--- src/cbw_pkg.sv ---
// ----------------------------------------------------------------------------
// cbw_pkg: shared types and constants of the cbor item walker
// byte roles, major types, error codes, walk phases and stack control structs
// ----------------------------------------------------------------------------
package cbw_pkg;

    localparam int NEST_DEPTH_DEF = 16;

    // additional-information thresholds in the head byte
    localparam logic [4:0] ADD_ONE_BYTE  = 5'd24;
    localparam logic [4:0] ADD_RESERVED  = 5'd28;

    // major types
    localparam logic [2:0] MAJ_BSTR  = 3'd2;
    localparam logic [2:0] MAJ_TSTR  = 3'd3;
    localparam logic [2:0] MAJ_ARRAY = 3'd4;
    localparam logic [2:0] MAJ_MAP   = 3'd5;
    localparam logic [2:0] MAJ_TAG   = 3'd6;

    // byte roles
    localparam logic [2:0] ROLE_HEAD     = 3'd0;
    localparam logic [2:0] ROLE_ARG      = 3'd1;
    localparam logic [2:0] ROLE_CONTENT  = 3'd2;
    localparam logic [2:0] ROLE_TRAILING = 3'd3;
    localparam logic [2:0] ROLE_IGNORED  = 3'd4;

    // error codes
    localparam logic [2:0] ERR_NONE      = 3'd0;
    localparam logic [2:0] ERR_TAG       = 3'd1;
    localparam logic [2:0] ERR_RESERVED  = 3'd2;
    localparam logic [2:0] ERR_TRUNCATED = 3'd3;
    localparam logic [2:0] ERR_TOO_DEEP  = 3'd4;

    typedef enum logic [4:0] {
        PH_HEAD    = 5'b00001,
        PH_ARG     = 5'b00010,
        PH_CONTENT = 5'b00100,
        PH_TRAIL   = 5'b01000,
        PH_ERROR   = 5'b10000
    } phase_t;

    // stack control, one transfer per cycle at most
    typedef struct packed {
        logic push;      // open a container at the current level
        logic push_map;  // container being opened is a map
        logic close;     // one child item finished
        logic flush;     // final byte: back to empty
    } stack_ctrl_t;

    typedef struct packed {
        logic full;      // all levels in use
        logic done;      // close reached the top-level item
    } stack_stat_t;

endpackage

--- src/cbor_item_walker.sv ---
// ----------------------------------------------------------------------------
// cbor_item_walker: walks one top-level cbor data item, one byte per transfer
// classifies each byte, decodes heads and tracks arrays and maps on a stack
// ----------------------------------------------------------------------------
// each transfer's result is registered into the output register as it is taken
// throughput: one byte per cycle while m_tready holds; the byte's decode, the
//   head handling and the stack pop cascade all settle in the cycle it is taken
// reset: rst_n clears the walk state, error and stack level; cell contents are
//   only read after a push writes them. the final byte also returns to reset
module cbor_item_walker #(
    parameter int NEST_DEPTH = cbw_pkg::NEST_DEPTH_DEF
) (
    input  logic        clk,
    input  logic        rst_n,
    // input stream
    input  logic        s_tvalid,
    output logic        s_tready,
    input  logic [7:0]  s_tdata,    // [7:0] data_byte
    input  logic        s_tlast,    // last_byte
    // result stream
    output logic        m_tvalid,
    input  logic        m_tready,
    output logic [71:0] m_tdata,    // [63:0] head_value, [68:64] nest_level,
                                    // [71:69] error_code
    output logic [6:0]  m_tuser,    // [2:0] byte_role, [5:3] major_kind,
                                    // [6] head_complete
    output logic        m_tlast     // item_done
);

    localparam int LVL_W = $clog2(NEST_DEPTH + 1);

    // walk state
    cbw_pkg::phase_t phase_reg, phase_next;
    logic [3:0]  arg_left_reg, arg_left_next;
    logic [63:0] accum_reg, accum_next;
    logic [2:0]  major_reg, major_next;
    logic [63:0] content_reg, content_next;
    logic [2:0]  err_reg, err_next;

    // result register
    logic        m_valid_reg;
    logic [71:0] m_data_reg;
    logic [6:0]  m_user_reg;
    logic        m_last_reg;

    // per-byte decode
    logic        accept;
    logic [7:0]  data_byte;
    logic        last_byte;
    logic [4:0]  add;
    logic [63:0] accum_shift;
    logic [2:0]  role;
    logic [2:0]  mk;
    logic        hc;
    logic [63:0] hv;
    logic        fin;
    logic        push_req;
    logic        close_req;
    logic        item_done;

    cbw_pkg::stack_ctrl_t ctrl;
    cbw_pkg::stack_stat_t stat;
    logic [LVL_W-1:0]     level_upd;

    assign data_byte   = s_tdata;
    assign last_byte   = s_tlast;
    assign add         = data_byte[4:0];
    assign accum_shift = {accum_reg[55:0], data_byte};

    // output register frees when taken, so input and output run together
    assign s_tready = !m_valid_reg || m_tready;
    assign accept   = s_tvalid && s_tready;

    always_comb
    begin
        role          = cbw_pkg::ROLE_IGNORED;
        mk            = 3'd0;
        hc            = 1'b0;
        hv            = 64'd0;
        fin           = 1'b0;
        push_req      = 1'b0;
        close_req     = 1'b0;
        phase_next    = phase_reg;
        arg_left_next = arg_left_reg;
        accum_next    = accum_reg;
        major_next    = major_reg;
        content_next  = content_reg;
        err_next      = err_reg;

        case (phase_reg)
            cbw_pkg::PH_HEAD:
            begin
                role       = cbw_pkg::ROLE_HEAD;
                mk         = data_byte[7:5];
                major_next = data_byte[7:5];
                if (add >= cbw_pkg::ADD_RESERVED)
                begin
                    // reserved additional value wins over a tag
                    err_next   = cbw_pkg::ERR_RESERVED;
                    phase_next = cbw_pkg::PH_ERROR;
                end
                else if (data_byte[7:5] == cbw_pkg::MAJ_TAG)
                begin
                    err_next   = cbw_pkg::ERR_TAG;
                    phase_next = cbw_pkg::PH_ERROR;
                end
                else if (add < cbw_pkg::ADD_ONE_BYTE)
                begin
                    hc  = 1'b1;
                    hv  = 64'(add);
                    fin = 1'b1;
                end
                else
                begin
                    // 1, 2, 4 or 8 argument bytes follow
                    arg_left_next = 4'd1 << add[1:0];
                    accum_next    = 64'd0;
                    phase_next    = cbw_pkg::PH_ARG;
                end
            end
            cbw_pkg::PH_ARG:
            begin
                role          = cbw_pkg::ROLE_ARG;
                mk            = major_reg;
                accum_next    = accum_shift;
                arg_left_next = arg_left_reg - 4'd1;
                if (arg_left_reg == 4'd1)
                begin
                    hc  = 1'b1;
                    hv  = accum_shift;
                    fin = 1'b1;
                end
            end
            cbw_pkg::PH_CONTENT:
            begin
                role         = cbw_pkg::ROLE_CONTENT;
                mk           = major_reg;
                content_next = content_reg - 64'd1;
                if (content_reg == 64'd1)
                begin
                    close_req = 1'b1;
                end
            end
            cbw_pkg::PH_TRAIL:
            begin
                role = cbw_pkg::ROLE_TRAILING;
            end
            cbw_pkg::PH_ERROR:
            begin
                role = cbw_pkg::ROLE_IGNORED;
            end
            default:
            begin
                role = cbw_pkg::ROLE_IGNORED;
            end
        endcase

        // a completed head: strings load content, containers push, rest close
        if (fin)
        begin
            if ((mk == cbw_pkg::MAJ_BSTR || mk == cbw_pkg::MAJ_TSTR) && hv != 64'd0)
            begin
                content_next = hv;
                phase_next   = cbw_pkg::PH_CONTENT;
            end
            else if ((mk == cbw_pkg::MAJ_ARRAY || mk == cbw_pkg::MAJ_MAP) && hv != 64'd0)
            begin
                if (stat.full)
                begin
                    err_next   = cbw_pkg::ERR_TOO_DEEP;
                    phase_next = cbw_pkg::PH_ERROR;
                end
                else
                begin
                    push_req   = 1'b1;
                    phase_next = cbw_pkg::PH_HEAD;
                end
            end
            else
            begin
                close_req = 1'b1;
            end
        end

        if (close_req)
        begin
            phase_next = stat.done ? cbw_pkg::PH_TRAIL : cbw_pkg::PH_HEAD;
        end

        // buffer ends inside the item
        if (last_byte && (phase_next == cbw_pkg::PH_HEAD || phase_next == cbw_pkg::PH_ARG
                          || phase_next == cbw_pkg::PH_CONTENT))
        begin
            err_next   = cbw_pkg::ERR_TRUNCATED;
            phase_next = cbw_pkg::PH_ERROR;
        end
    end

    assign item_done = stat.done;

    // stack requests only on an accepted transfer
    assign ctrl.push     = accept && push_req;
    assign ctrl.push_map = (mk == cbw_pkg::MAJ_MAP);
    assign ctrl.close    = accept && close_req;
    assign ctrl.flush    = accept && last_byte;

    cbw_stack #(
        .NEST_DEPTH (NEST_DEPTH),
        .LVL_W      (LVL_W)
    ) u_stack (
        .clk        (clk),
        .rst_n      (rst_n),
        .ctrl       (ctrl),
        .push_count (hv),
        .stat       (stat),
        .level_upd  (level_upd)
    );

    // walk state, back to reset after the final byte
    always_ff @(posedge clk or negedge rst_n)
    begin
        if (!rst_n)
        begin
            phase_reg    <= cbw_pkg::PH_HEAD;
            arg_left_reg <= 4'd0;
            accum_reg    <= 64'd0;
            major_reg    <= 3'd0;
            content_reg  <= 64'd0;
            err_reg      <= cbw_pkg::ERR_NONE;
        end
        else if (accept)
        begin
            if (last_byte)
            begin
                phase_reg    <= cbw_pkg::PH_HEAD;
                arg_left_reg <= 4'd0;
                accum_reg    <= 64'd0;
                major_reg    <= 3'd0;
                content_reg  <= 64'd0;
                err_reg      <= cbw_pkg::ERR_NONE;
            end
            else
            begin
                phase_reg    <= phase_next;
                arg_left_reg <= arg_left_next;
                accum_reg    <= accum_next;
                major_reg    <= major_next;
                content_reg  <= content_next;
                err_reg      <= err_next;
            end
        end
    end

    // result valid flag
    always_ff @(posedge clk or negedge rst_n)
    begin
        if (!rst_n)
        begin
            m_valid_reg <= 1'b0;
        end
        else if (accept)
        begin
            m_valid_reg <= 1'b1;
        end
        else if (m_tready)
        begin
            m_valid_reg <= 1'b0;
        end
    end

    // result payload
    always_ff @(posedge clk)
    begin
        if (accept)
        begin
            m_data_reg <= {err_next, 5'(level_upd), hv};
            m_user_reg <= {hc, mk, role};
            m_last_reg <= item_done;
        end
    end

    assign m_tvalid = m_valid_reg;
    assign m_tdata  = m_data_reg;
    assign m_tuser  = m_user_reg;
    assign m_tlast  = m_last_reg;

    // the top-level item never completes with an error and only on a walked byte
    a_done_clean: assert property (@(posedge clk) disable iff (!rst_n)
        (m_tvalid && m_tlast) |-> (m_tdata[71:69] == cbw_pkg::ERR_NONE
            && (m_tuser[2:0] == cbw_pkg::ROLE_HEAD || m_tuser[2:0] == cbw_pkg::ROLE_ARG
                || m_tuser[2:0] == cbw_pkg::ROLE_CONTENT)))
        else $error("item done with error or on a trailing byte");

    // a head completes only on a head or argument byte
    a_head_role: assert property (@(posedge clk) disable iff (!rst_n)
        (m_tvalid && m_tuser[6]) |-> (m_tuser[2:0] == cbw_pkg::ROLE_HEAD
            || m_tuser[2:0] == cbw_pkg::ROLE_ARG))
        else $error("head complete on wrong byte role");

    // no stack activity once an error or trailing state is reached
    a_idle_stack: assert property (@(posedge clk) disable iff (!rst_n)
        (accept && (phase_reg == cbw_pkg::PH_ERROR || phase_reg == cbw_pkg::PH_TRAIL))
            |-> (!ctrl.push && !ctrl.close))
        else $error("stack touched after error or item end");

    // the level follows a push exactly
    a_push_level: assert property (@(posedge clk) disable iff (!rst_n)
        (ctrl.push && !ctrl.flush) |=> (u_stack.level_reg == $past(level_upd)))
        else $error("stack level lost a push");

endmodule

--- src/cbw_cell.sv ---
// ----------------------------------------------------------------------------
// cbw_cell: one level of the container stack
// holds the open count and map half flag, passes the pop cascade downward
// ----------------------------------------------------------------------------
module cbw_cell #(
    parameter int LVL_W = 5,
    parameter int IDX   = 0
) (
    input  logic                clk,
    input  cbw_pkg::stack_ctrl_t ctrl,
    input  logic [LVL_W-1:0]    level,
    input  logic [63:0]         push_count,
    input  logic                pop_in,     // cell above popped
    output logic                pop_out     // this cell popped
);

    logic [63:0] count_reg, count_next;
    logic        is_map_reg, is_map_next;
    logic        half_reg, half_next;
    logic        is_top;
    logic        push_here;
    logic        close_here;
    logic        finishes;

    assign is_top     = (level == LVL_W'(IDX + 1));
    assign push_here  = ctrl.push && (level == LVL_W'(IDX));
    assign close_here = ctrl.close && (is_top || pop_in);
    // a map key only flips the half flag; otherwise the count runs down
    assign finishes   = !(is_map_reg && !half_reg) && (count_reg == 64'd1);
    assign pop_out    = close_here && finishes;

    always_comb
    begin
        count_next  = count_reg;
        is_map_next = is_map_reg;
        half_next   = half_reg;
        if (push_here)
        begin
            count_next  = push_count;
            is_map_next = ctrl.push_map;
            half_next   = 1'b0;
        end
        else if (close_here && !finishes)
        begin
            if (is_map_reg && !half_reg)
            begin
                half_next = 1'b1;
            end
            else
            begin
                half_next  = 1'b0;
                count_next = count_reg - 64'd1;
            end
        end
    end

    always_ff @(posedge clk)
    begin
        count_reg  <= count_next;
        is_map_reg <= is_map_next;
        half_reg   <= half_next;
    end

endmodule

--- src/cbw_stack.sv ---
// ----------------------------------------------------------------------------
// cbw_stack: row of stack cells with the level counter
// pop cascade ripples from the top cell down through the row
// ----------------------------------------------------------------------------
module cbw_stack #(
    parameter int NEST_DEPTH = cbw_pkg::NEST_DEPTH_DEF,
    parameter int LVL_W      = $clog2(NEST_DEPTH + 1)
) (
    input  logic                 clk,
    input  logic                 rst_n,
    input  cbw_pkg::stack_ctrl_t ctrl,
    input  logic [63:0]          push_count,
    output cbw_pkg::stack_stat_t stat,
    output logic [LVL_W-1:0]     level_upd   // level after this byte, before flush
);

    logic [LVL_W-1:0]  level_reg, level_next;
    logic [NEST_DEPTH:0] pop;
    logic [LVL_W-1:0]  low_pop;

    assign pop[NEST_DEPTH] = 1'b0;

    for (genvar i = 0; i < NEST_DEPTH; i++)
    begin : g_cell
        cbw_cell #(
            .LVL_W (LVL_W),
            .IDX   (i)
        ) u_cell (
            .clk        (clk),
            .ctrl       (ctrl),
            .level      (level_reg),
            .push_count (push_count),
            .pop_in     (pop[i+1]),
            .pop_out    (pop[i])
        );
    end

    // popped cells are contiguous from the top; the lowest one is the new level
    always_comb
    begin
        low_pop = level_reg;
        for (int i = NEST_DEPTH - 1; i >= 0; i--)
        begin
            if (pop[i])
            begin
                low_pop = LVL_W'(i);
            end
        end
    end

    assign stat.full = (level_reg == LVL_W'(NEST_DEPTH));
    assign stat.done = ctrl.close && ((level_reg == '0) || pop[0]);

    always_comb
    begin
        level_upd = level_reg;
        if (ctrl.push)
        begin
            level_upd = level_reg + LVL_W'(1);
        end
        else if (ctrl.close)
        begin
            level_upd = low_pop;
        end
        level_next = ctrl.flush ? '0 : level_upd;
    end

    always_ff @(posedge clk or negedge rst_n)
    begin
        if (!rst_n)
        begin
            level_reg <= '0;
        end
        else
        begin
            level_reg <= level_next;
        end
    end

endmodule

--- config.mk ---
export PLATFORM = sky130hd
export DESIGN_NAME = cbor_item_walker
export DESIGN_NICKNAME = d
export VERILOG_FILES = /design/src/cbw_pkg.sv /design/src/cbor_item_walker.sv /design/src/cbw_cell.sv /design/src/cbw_stack.sv
export SDC_FILE = /design/constraint.sdc
export NUM_CORES = 2
export LEC_CHECK = 0
export ABC_AREA = 0
export BUFFER_PORTS_ARGS = -buffer_cell sky130_fd_sc_hd__buf_2
export CORE_ASPECT_RATIO = 1.4
export CORE_MARGIN = 5
export CORE_UTILIZATION = 53
export CTS_CLUSTER_SIZE = 25
export DETAILED_ROUTE_END_ITERATION = 10
export MAX_ROUTING_LAYER = met4
export PLACE_DENSITY = 0.75
export SYNTH_ARGS = -nofsm -noshare
export SYNTH_HDL_FRONTEND = slang
export SYNTH_SLANG_ARGS = --single-unit
--- constraint.sdc ---
create_clock -name clk -period 14.1 [get_ports clk]
set_input_delay 2.82 -clock clk [delete_from_list [all_inputs] [get_ports clk]]
set_output_delay 2.82 -clock clk [all_outputs]
set_load 0.03 [all_outputs]
# After elaboration in Yosys (flattened, before gate mapping)
# Index checks and enable logic that the tools add are counted.
# classes
add_sub_neg	19
magnitude_cmp	2
n_eq_ne	65
shifts	1
muxes	143
reduce_logical	214
# ops
cell	count
$mux 64	53
$eq 64x1->1 const B	17
$sub 64x1->64 const B	17
$mux 56	4
$mux 5	33
$pmux 64 s2	1
$pmux 56 s2	1
$logic_and 1x1->1	104
$reduce_bool 64->1	1
$logic_not 1->1	49
$eq 5x4->1 const B	9
$reduce_bool 2->1	18
$reduce_and 2->1	17
$mux 3	11
$ne 2x2->1 const B	16
$mux 1	31
$eq 5x3->1 const B	6
$logic_or 1x1->1	21
$eq 5x2->1 const B	4
$mux 4	5
$eq 5x1->1 const B	3
$pmux 3 s4	1
$eq 3x3->1 const B	3
$ne 3x3->1 const B	3
other kinds (15)	16
# word_totals
reg_bits	1277
inputBits	13
out_inout_bits	82
elab_cells	503

# Depth between registers and ports, before layout
# logic_depth
ltp_word	68
ltp_mapped	16
ltp_nobuf	13

# By module
# From an unflattened synthesis, not the netlist that was laid out.
# unflattened
cells_unflattened	7993
area_unflattened_um2	76161.8
# by_module_without_submodules
module	n_inst	cells_per_inst	area_each_um2	seq_area_each_um2
cbor_item_walker	1	1145	10732.8	5806.8
cbw_cell at u_stack.g_cell[4].u_cell ...	2	412	4038.9	1971.9
cbw_cell at u_stack.g_cell[6].u_cell	1	460	4259.1	1971.9
cbw_cell at u_stack.g_cell[10].u_cell	1	456	4231.6	1971.9
cbw_cell at u_stack.g_cell[13].u_cell	1	424	4107.7	1971.9
cbw_cell at u_stack.g_cell[7].u_cell	1	425	4092.7	1971.9
cbw_cell at u_stack.g_cell[3].u_cell	1	415	4068.9	1971.9
cbw_cell at u_stack.g_cell[1].u_cell	1	426	4050.1	1971.9
cbw_cell at u_stack.g_cell[14].u_cell	1	425	4036.4	1971.9
cbw_cell at u_stack.g_cell[15].u_cell	1	425	4030.1	1971.9
cbw_cell at u_stack.g_cell[0].u_cell	1	419	4020.1	1971.9
cbw_cell at u_stack.g_cell[5].u_cell	1	418	4020.1	1971.9
cbw_cell at u_stack.g_cell[9].u_cell	1	422	3973.8	1971.9
cbw_cell at u_stack.g_cell[12].u_cell	1	415	3972.6	1971.9
3 more rows	-	-	-	-

# Worst setup path before layout
# No wires, ideal clock.
# synth_timing
path_type	in2reg
start	in s_tdata[7]
end	reg u_stack.g_cell[5].u_cell.count_reg[0] (enable)
setup_time_ns	0.665
arrival_time_ns	11.313
required_time_ns	13.435
path_slack_ns	2.123
stages	11
path_buffers	2
cell_sequence	clkbuf_1 > nor4_1 > nand4_1 > nor4_1 > o211ai_1 > a31oi_1 > clkbuf_1 > and3_1 > o21ai_1 > nor2b_1 > o41ai_1
# synth_between
elab_chain_cells	44
elab_cells_between_ends	62
cone_classes	eq/ne: 6; mux: 14; reduce/logical: 42
# synth_lines
item	line_no	text
start, declared	cbor_item_walker.sv:18	input logic [7:0] s_tdata,
$eq 3x3->1	cbor_item_walker.sv:102	else if (data_byte[7:5] == cbw_pkg::MAJ_TAG)
$mux 5	cbor_item_walker.sv:102	
$mux 5	cbor_item_walker.sv:96	if (add >= cbw_pkg::ADD_RESERVED)
$pmux 64 s2	cbor_item_walker.sv:90	case (phase_reg)
$reduce_bool 64->1	cbor_item_walker.sv:161, cbor_item_walker.sv:166	
$logic_and 1x1->1	cbor_item_walker.sv:166	else if ((mk == cbw_pkg::MAJ_ARRAY || mk == cbw_pkg::MAJ_MAP) && hv != 64'd0)
$mux 1	cbor_item_walker.sv:166	
$mux 1	cbor_item_walker.sv:161	if ((mk == cbw_pkg::MAJ_BSTR || mk == cbw_pkg::MAJ_TSTR) && hv != 64'd0)
(+28 left out)	-	
$logic_or 1x1->1	cbw_cell.sv:27	assign close_here = ctrl.close && (is_top || pop_in);
$logic_and 1x1->1	cbw_cell.sv:27	
$logic_and 1x1->1	cbw_cell.sv:30	assign pop_out = close_here && finishes;
$logic_or 1x1->1	cbw_cell.sv:27	
$logic_and 1x1->1	cbw_cell.sv:27	
$logic_and 1x1->1	cbw_cell.sv:43	else if (close_here && !finishes)
$reduce_bool 2->1 (no line)	-	
$reduce_and 2->1 (no line) *	-	
end signal, assigned	cbw_cell.sv:59	count_reg <= count_next;
end, declared	cbw_cell.sv:17	logic [63:0] count_reg, count_next;
# Every way passes the cells marked *; elsewhere a longest branch is shown, timed or not.
# A chain may end at the register's enable or synchronous reset.

# Worst setup path in the final report
# layout_timing
start	in s_tdata[5]
end	reg u_stack.g_cell[1].u_cell.count_reg[50], data pin
# layout_between
elab_chain_cells	12
elab_cells_between_ends	24
cone_classes	eq/ne: 5; mux: 12; reduce/logical: 7
# layout_lines
item	line_no	text
$eq 3x3->1	cbor_item_walker.sv:102	
$mux 5	cbor_item_walker.sv:102	
$mux 5	cbor_item_walker.sv:96	
$pmux 64 s2	cbor_item_walker.sv:90	
$reduce_bool 64->1	cbor_item_walker.sv:161, cbor_item_walker.sv:166	
$logic_and 1x1->1	cbor_item_walker.sv:166	
$mux 1	cbor_item_walker.sv:166	
$mux 1	cbor_item_walker.sv:161	
$mux 1 *	cbor_item_walker.sv:159	if (fin)
$logic_and 1x1->1 *	cbor_item_walker.sv:202	assign ctrl.push = accept && push_req;
$logic_and 1x1->1 *	cbw_cell.sv:26	assign push_here = ctrl.push && (level == LVL_W'(IDX));
$mux 64 *	cbw_cell.sv:37	if (push_here)
named net u_stack.g_cell[1].u_cell.count_next[50]	cbw_cell.sv:17	
end signal, assigned	cbw_cell.sv:59	
end, declared	cbw_cell.sv:17	
# Mark *: on every way through the listed nets, which the timed path passes. The rest lies on a longest branch.

==> metrics.sh <==
START_KIND='input port'
WORSTPATHREQUIRED_NS=14.59
WORST_SETUP_EP='u_stack.g_cell[1].u_cell.count_reg[50]$_DFFE_PP_'
LARGEST_REGISTER_FF_COUNT=1024
LARGEST_FAMILY_OF_LOGIC_CELLS_BY_SYNTHESIZED_AREA='simple AND/OR/NAND/NOR gates'
MOSTFREQUENTLAYOUTCELL='sky130_fd_sc_hd__nor2_1'
DIE_AREA_UM2=146100
INITIAL_UTILIZATION=0.5332
TIMING.RR.START='u_stack.g_cell[10].u_cell.count_reg[16]$_DFFE_PP_'
BOUNDARYPINS=95
REPORT.FINAL.HOLD_VIOL_COUNT=0
SYNTHXORXNORAREAFRAC=0.1067
FINAL_PERIOD_MINUS_WORST_SETUP_SLACK_NS=6.519
PLACE.DETAILED.HPWL_UM=151900
GRT_PASS1_VIAS=56830
CRITPATHLAUNCH='s_tdata[5]'
DIE_HEIGHT_UM=450.2
FINAL_CELL_MIX='1362 x sky130_fd_sc_hd__nor2_1, 1120 x sky130_fd_sc_hd__edfxtp_1, 1007 x sky130_fd_sc_hd__a21oi_1, 601 x sky130_fd_sc_hd__nand2_1, 539 x sky130_fd_sc_hd__xor2_1'
YS_SEQ_ELEMENTS=1277
COREAREA_UM2=137600
POST_SYNTH_EDFFS=1120
TOTAL_POWER_mW=8.207
GLOBAL_ROUTE.USAGE.TOTAL=0.3274
YOSYS.AREA_SHARE.SIMPLE=0.2261
VIA_COUNT=61510
LAYOUT.NETS=7811
SLOWEST_STAGE_DELAY_ON_CRITICAL_PATH_NS=0.82
PATH_CLK_SLEW_NS=0.07
CRIT_SLOWEST_CELL='sky130_fd_sc_hd__nor2_4'
TYPE_OF_THE_MOST_CRITICAL_HOLD_PATH='flop to flop'
PERIOD_SHARE=0.4623
CTS.SINK_COUNT=1277
CRITPATHCAPTURETYPE='flop'
TIMING.CRITICAL_PATH.CELLS='buf_2 -> nand3b_1 -> a31oi_1 -> o22ai_1 -> and4_1 -> nand2_1 -> nor2_4 -> buf_4 -> o21ai_0'
RSZ0062_AT_GRT='no'
POSTCTSSETUPBUFFERS=0
P_LEAK_nW=29.63
VIAS_PER_CELL=6.366
YS_WARN_COUNT=0
SLEW_HEADROOM=0.05646
SYNTH_LARGEST_TYPE_AREA_FRACTION=0.4584
CORE.ROWCOUNT=161
STATUS='completed'
SYNTH_INSTANCES=7827
SYNTH.TOP_CELLS.BY_AREA='sky130_fd_sc_hd__edfxtp_1 46%, sky130_fd_sc_hd__nor2_1 7.0%, sky130_fd_sc_hd__a21oi_1 6.9%'
TRITONCTS='yes'
NUMBER_OF_FAILING_SETUP_ENDPOINTS_IN_THE_FINAL_TIMING_REPORT=0
CLK-INSERTION-DELAY-LATE_NS=0.80
CTS-ROOT-BUF='sky130_fd_sc_hd__clkbuf_16'
CTS_INSERTED_BUFFERS=132
AVGSYNTHCELLAREA_UM2=9.373
FINALWEIGHTEDCONGESTION=0.9638
HTREEDEPTH=4
OVERFLOW=0
SYNTH-MAIN-FF-CELL='sky130_fd_sc_hd__edfxtp_1'
WORST_SLEW_PIN_SLEW_NS=1.401
SYNTH.LARGEST_AREA_CELL='sky130_fd_sc_hd__edfxtp_1'
SEQUENTIAL_SHARE_OF_THE_SYNTHESIZED_AREA=0.5109
SYNTH_COMPOUND_AREA_FRAC=0.1197
GRT_MAX_DEGREE=131
CRIT_FANOUT=87
DRT-PASS1-ITER-COUNT=6
TIMING_MAX_TRANSITION_VIOLATIONS_FINAL=0
CTS-RESIZED-GATES=0
FF2FF_PATH_DEPTH=12
SYNTH_CELL_TYPES=88
PLACE.PORT_BUFFERS=94
SYNTH_ASYNC_SR_FLOP_SHARE=0.1104
CAP_VIOLATIONS=0
WORST_CLOCK_SKEW_NS=0.03580
MAX_FREQ_MHz=153.4
ANTENNA_VIOLATING_NETS_LEFT=0
R2R-END='u_stack.g_cell[0].u_cell.count_reg[3]$_DFFE_PP_'
LAYOUT-AREA-OVERHEAD-VS-SYNTH_PCT=9.256
DRCVIOLATIONCOUNT=0
CTS_HOLD_BUF=0
ROUTED_WIRELENGTH_UM=243800
WORST_EP_ARRIVAL_TIME_NS=7.01
MUXSHAREOFSYNTHAREA=0.001535
GRT_PASS1_WL_UM=353400
WORST_IR_DROP_VDD_mV=0.1151
PRE_CTS_SLACK_NS=6.971
TOTAL_NEGATIVE_SLACK_FOR_SETUP_CHECKS_NS=0
CHIPWIDTH_UM=324.4
SYNTH_NETS=7881
NFILLCELLS=11500
POWER-PER-CELL-AREA_nW_PER_UM2=102.4
CRITICALPATHCATEGORY='input port to flop'
SYNTHADDERAREAFRAC=0.006993
R2R_SLACK_NS=8.00
MAPPEDNETLISTAREA_UM2=73360
AVGROUTEDWIREPERCELL_UM=25.24
CLOCK_PATH_BUFFERS=3
DRT_ITER0_MARKERS=8522
ANTENNA_VIOLATIONS_BEFORE_REPAIR=4
FINAL_LAYOUT_SIZE_SUFFIX_GT1_FRAC=0.07388
WORST_SLACK_NS=7.581
## where the power goes
group	internal (mW)	leakage [nW]	switching (mW)
registers	4.12	12.9	0.0393
clock network	2.00	2.12	1.59
logic	0.112	14.7	0.342
total	6.23	29.6	1.97
## metal layers
layer	vias up	share of wire	routed length [um]	global-route usage
li1	27960	-	-	-
met1	29560	0.36	87240	0.3879
met2	3174	0.45	109900	0.5038
met3	805	0.096	23500	0.05434
met4	0	0.095	23170	0.2474
met5	-	0	0	-
## synthesized netlist by cell type, types with 11 or more instances
cell type and instances:
sky130_fd_sc_hd__a21oi_1 1008, sky130_fd_sc_hd__xor2_1 539, sky130_fd_sc_hd__or3_1 164, sky130_fd_sc_hd__o31ai_1 33, sky130_fd_sc_hd__nor2_1 1375, sky130_fd_sc_hd__inv_1 133
sky130_fd_sc_hd__and4_1 11, sky130_fd_sc_hd__nor3_1 365, sky130_fd_sc_hd__o22ai_1 24, sky130_fd_sc_hd__buf_1 13, sky130_fd_sc_hd__or4_1 121, sky130_fd_sc_hd__dfrtp_1 140
sky130_fd_sc_hd__nor3b_1 17, sky130_fd_sc_hd__o41ai_1 18, sky130_fd_sc_hd__nand2b_1 71, sky130_fd_sc_hd__nor4_1 274, sky130_fd_sc_hd__nand4b_1 19, sky130_fd_sc_hd__ha_1 41
sky130_fd_sc_hd__nor4b_1 11, sky130_fd_sc_hd__nand4_1 43, sky130_fd_sc_hd__a31oi_1 15, sky130_fd_sc_hd__and2_1 26, sky130_fd_sc_hd__a22o_1 19, sky130_fd_sc_hd__a211oi_1 17
sky130_fd_sc_hd__a21o_1 33, sky130_fd_sc_hd__edfxtp_1 1120, sky130_fd_sc_hd__o31a_1 15, sky130_fd_sc_hd__or2_2 55, sky130_fd_sc_hd__clkbuf_1 399, sky130_fd_sc_hd__xnor2_1 355
sky130_fd_sc_hd__dfxtp_1 16, sky130_fd_sc_hd__o21ai_0 293, sky130_fd_sc_hd__and3_1 37, sky130_fd_sc_hd__nand3_1 104, sky130_fd_sc_hd__a22oi_1 33, sky130_fd_sc_hd__nor2b_1 30
sky130_fd_sc_hd__nand2_1 649, sky130_fd_sc_hd__nand3b_1 38
## kinds of logic (layout without fill, tap and decap cells)
| group | count (synthesis) | after routing |
|---|---|---|
| compound gates | 1590 | 1590 |
| xor+xnor | 894 | 894 |
| fa+ha+maj | 41 | 41 |
| buf+inv | 549 | 586 |
| flops | 1277 | 1277 |
| mux | 11 | 11 |
| other cells | 0 | 4 |
| simple gates | 3465 | 3465 |
## layout make-up
class | instances | area (um^2) | area share
tap | 1793 | 2243 | 0.02799
timing repair buffer | 209 | 1340 | 0.01672
clock inverter | 64 | 688.2 | 0.008586
multi-input combinational | 6001 | 34220 | 0.4270
clock buffer | 177 | 3645 | 0.04547
inverter | 136 | 519.2 | 0.006478
sequential | 1277 | 37480 | 0.4676
antenna | 4 | 10.01 | 0.0001249
## worst min path at each step
stage / startpoint / to / slack [ns] / cells past startpoint
2_1_floorplan: u_stack.g_cell[3].u_cell.half_reg$_SDFFE_PP0P_ / u_stack.g_cell[3].u_cell.half_reg$_SDFFE_PP0P_ / 0.43 / 2
3_3_place_gp: u_stack.g_cell[15].u_cell.half_reg$_SDFFE_PP0P_ / u_stack.g_cell[15].u_cell.half_reg$_SDFFE_PP0P_ / 0.44 / 2
3_5_place_dp: u_stack.g_cell[9].u_cell.half_reg$_SDFFE_PP0P_ / u_stack.g_cell[9].u_cell.half_reg$_SDFFE_PP0P_ / 0.45 / 2
4_1_cts: u_stack.g_cell[0].u_cell.half_reg$_SDFFE_PP0P_ / u_stack.g_cell[0].u_cell.half_reg$_SDFFE_PP0P_ / 0.47 / 2
5_1_grt: u_stack.g_cell[13].u_cell.half_reg$_SDFFE_PP0P_ / u_stack.g_cell[13].u_cell.half_reg$_SDFFE_PP0P_ / 0.50 / 2
6_report: u_stack.g_cell[0].u_cell.half_reg$_SDFFE_PP0P_ / u_stack.g_cell[0].u_cell.half_reg$_SDFFE_PP0P_ / 0.47 / 2
## metrics by stage
step                utilization  hold slack [ns]  cell area, um^2  instances
floorplan                     -           0.4280            73360       7827
global placement         0.5510           0.4440            75810       9416
detailed placement       0.5510           0.4538            75810       9416
CTS                      0.5825           0.4702            80140       9657
global route             0.5825           0.5006            80150       9659
finish                   0.5826           0.4720            80150       9661
## critical path, delay by kind of cell
| kind | cells | cell delay (ns) |
|---|---|---|
| compound gates | 3 | 0.87 |
| simple gates | 4 | 2.32 |
| buf+inv | 2 | 0.92 |
Power figures use the tool's default switching activity.
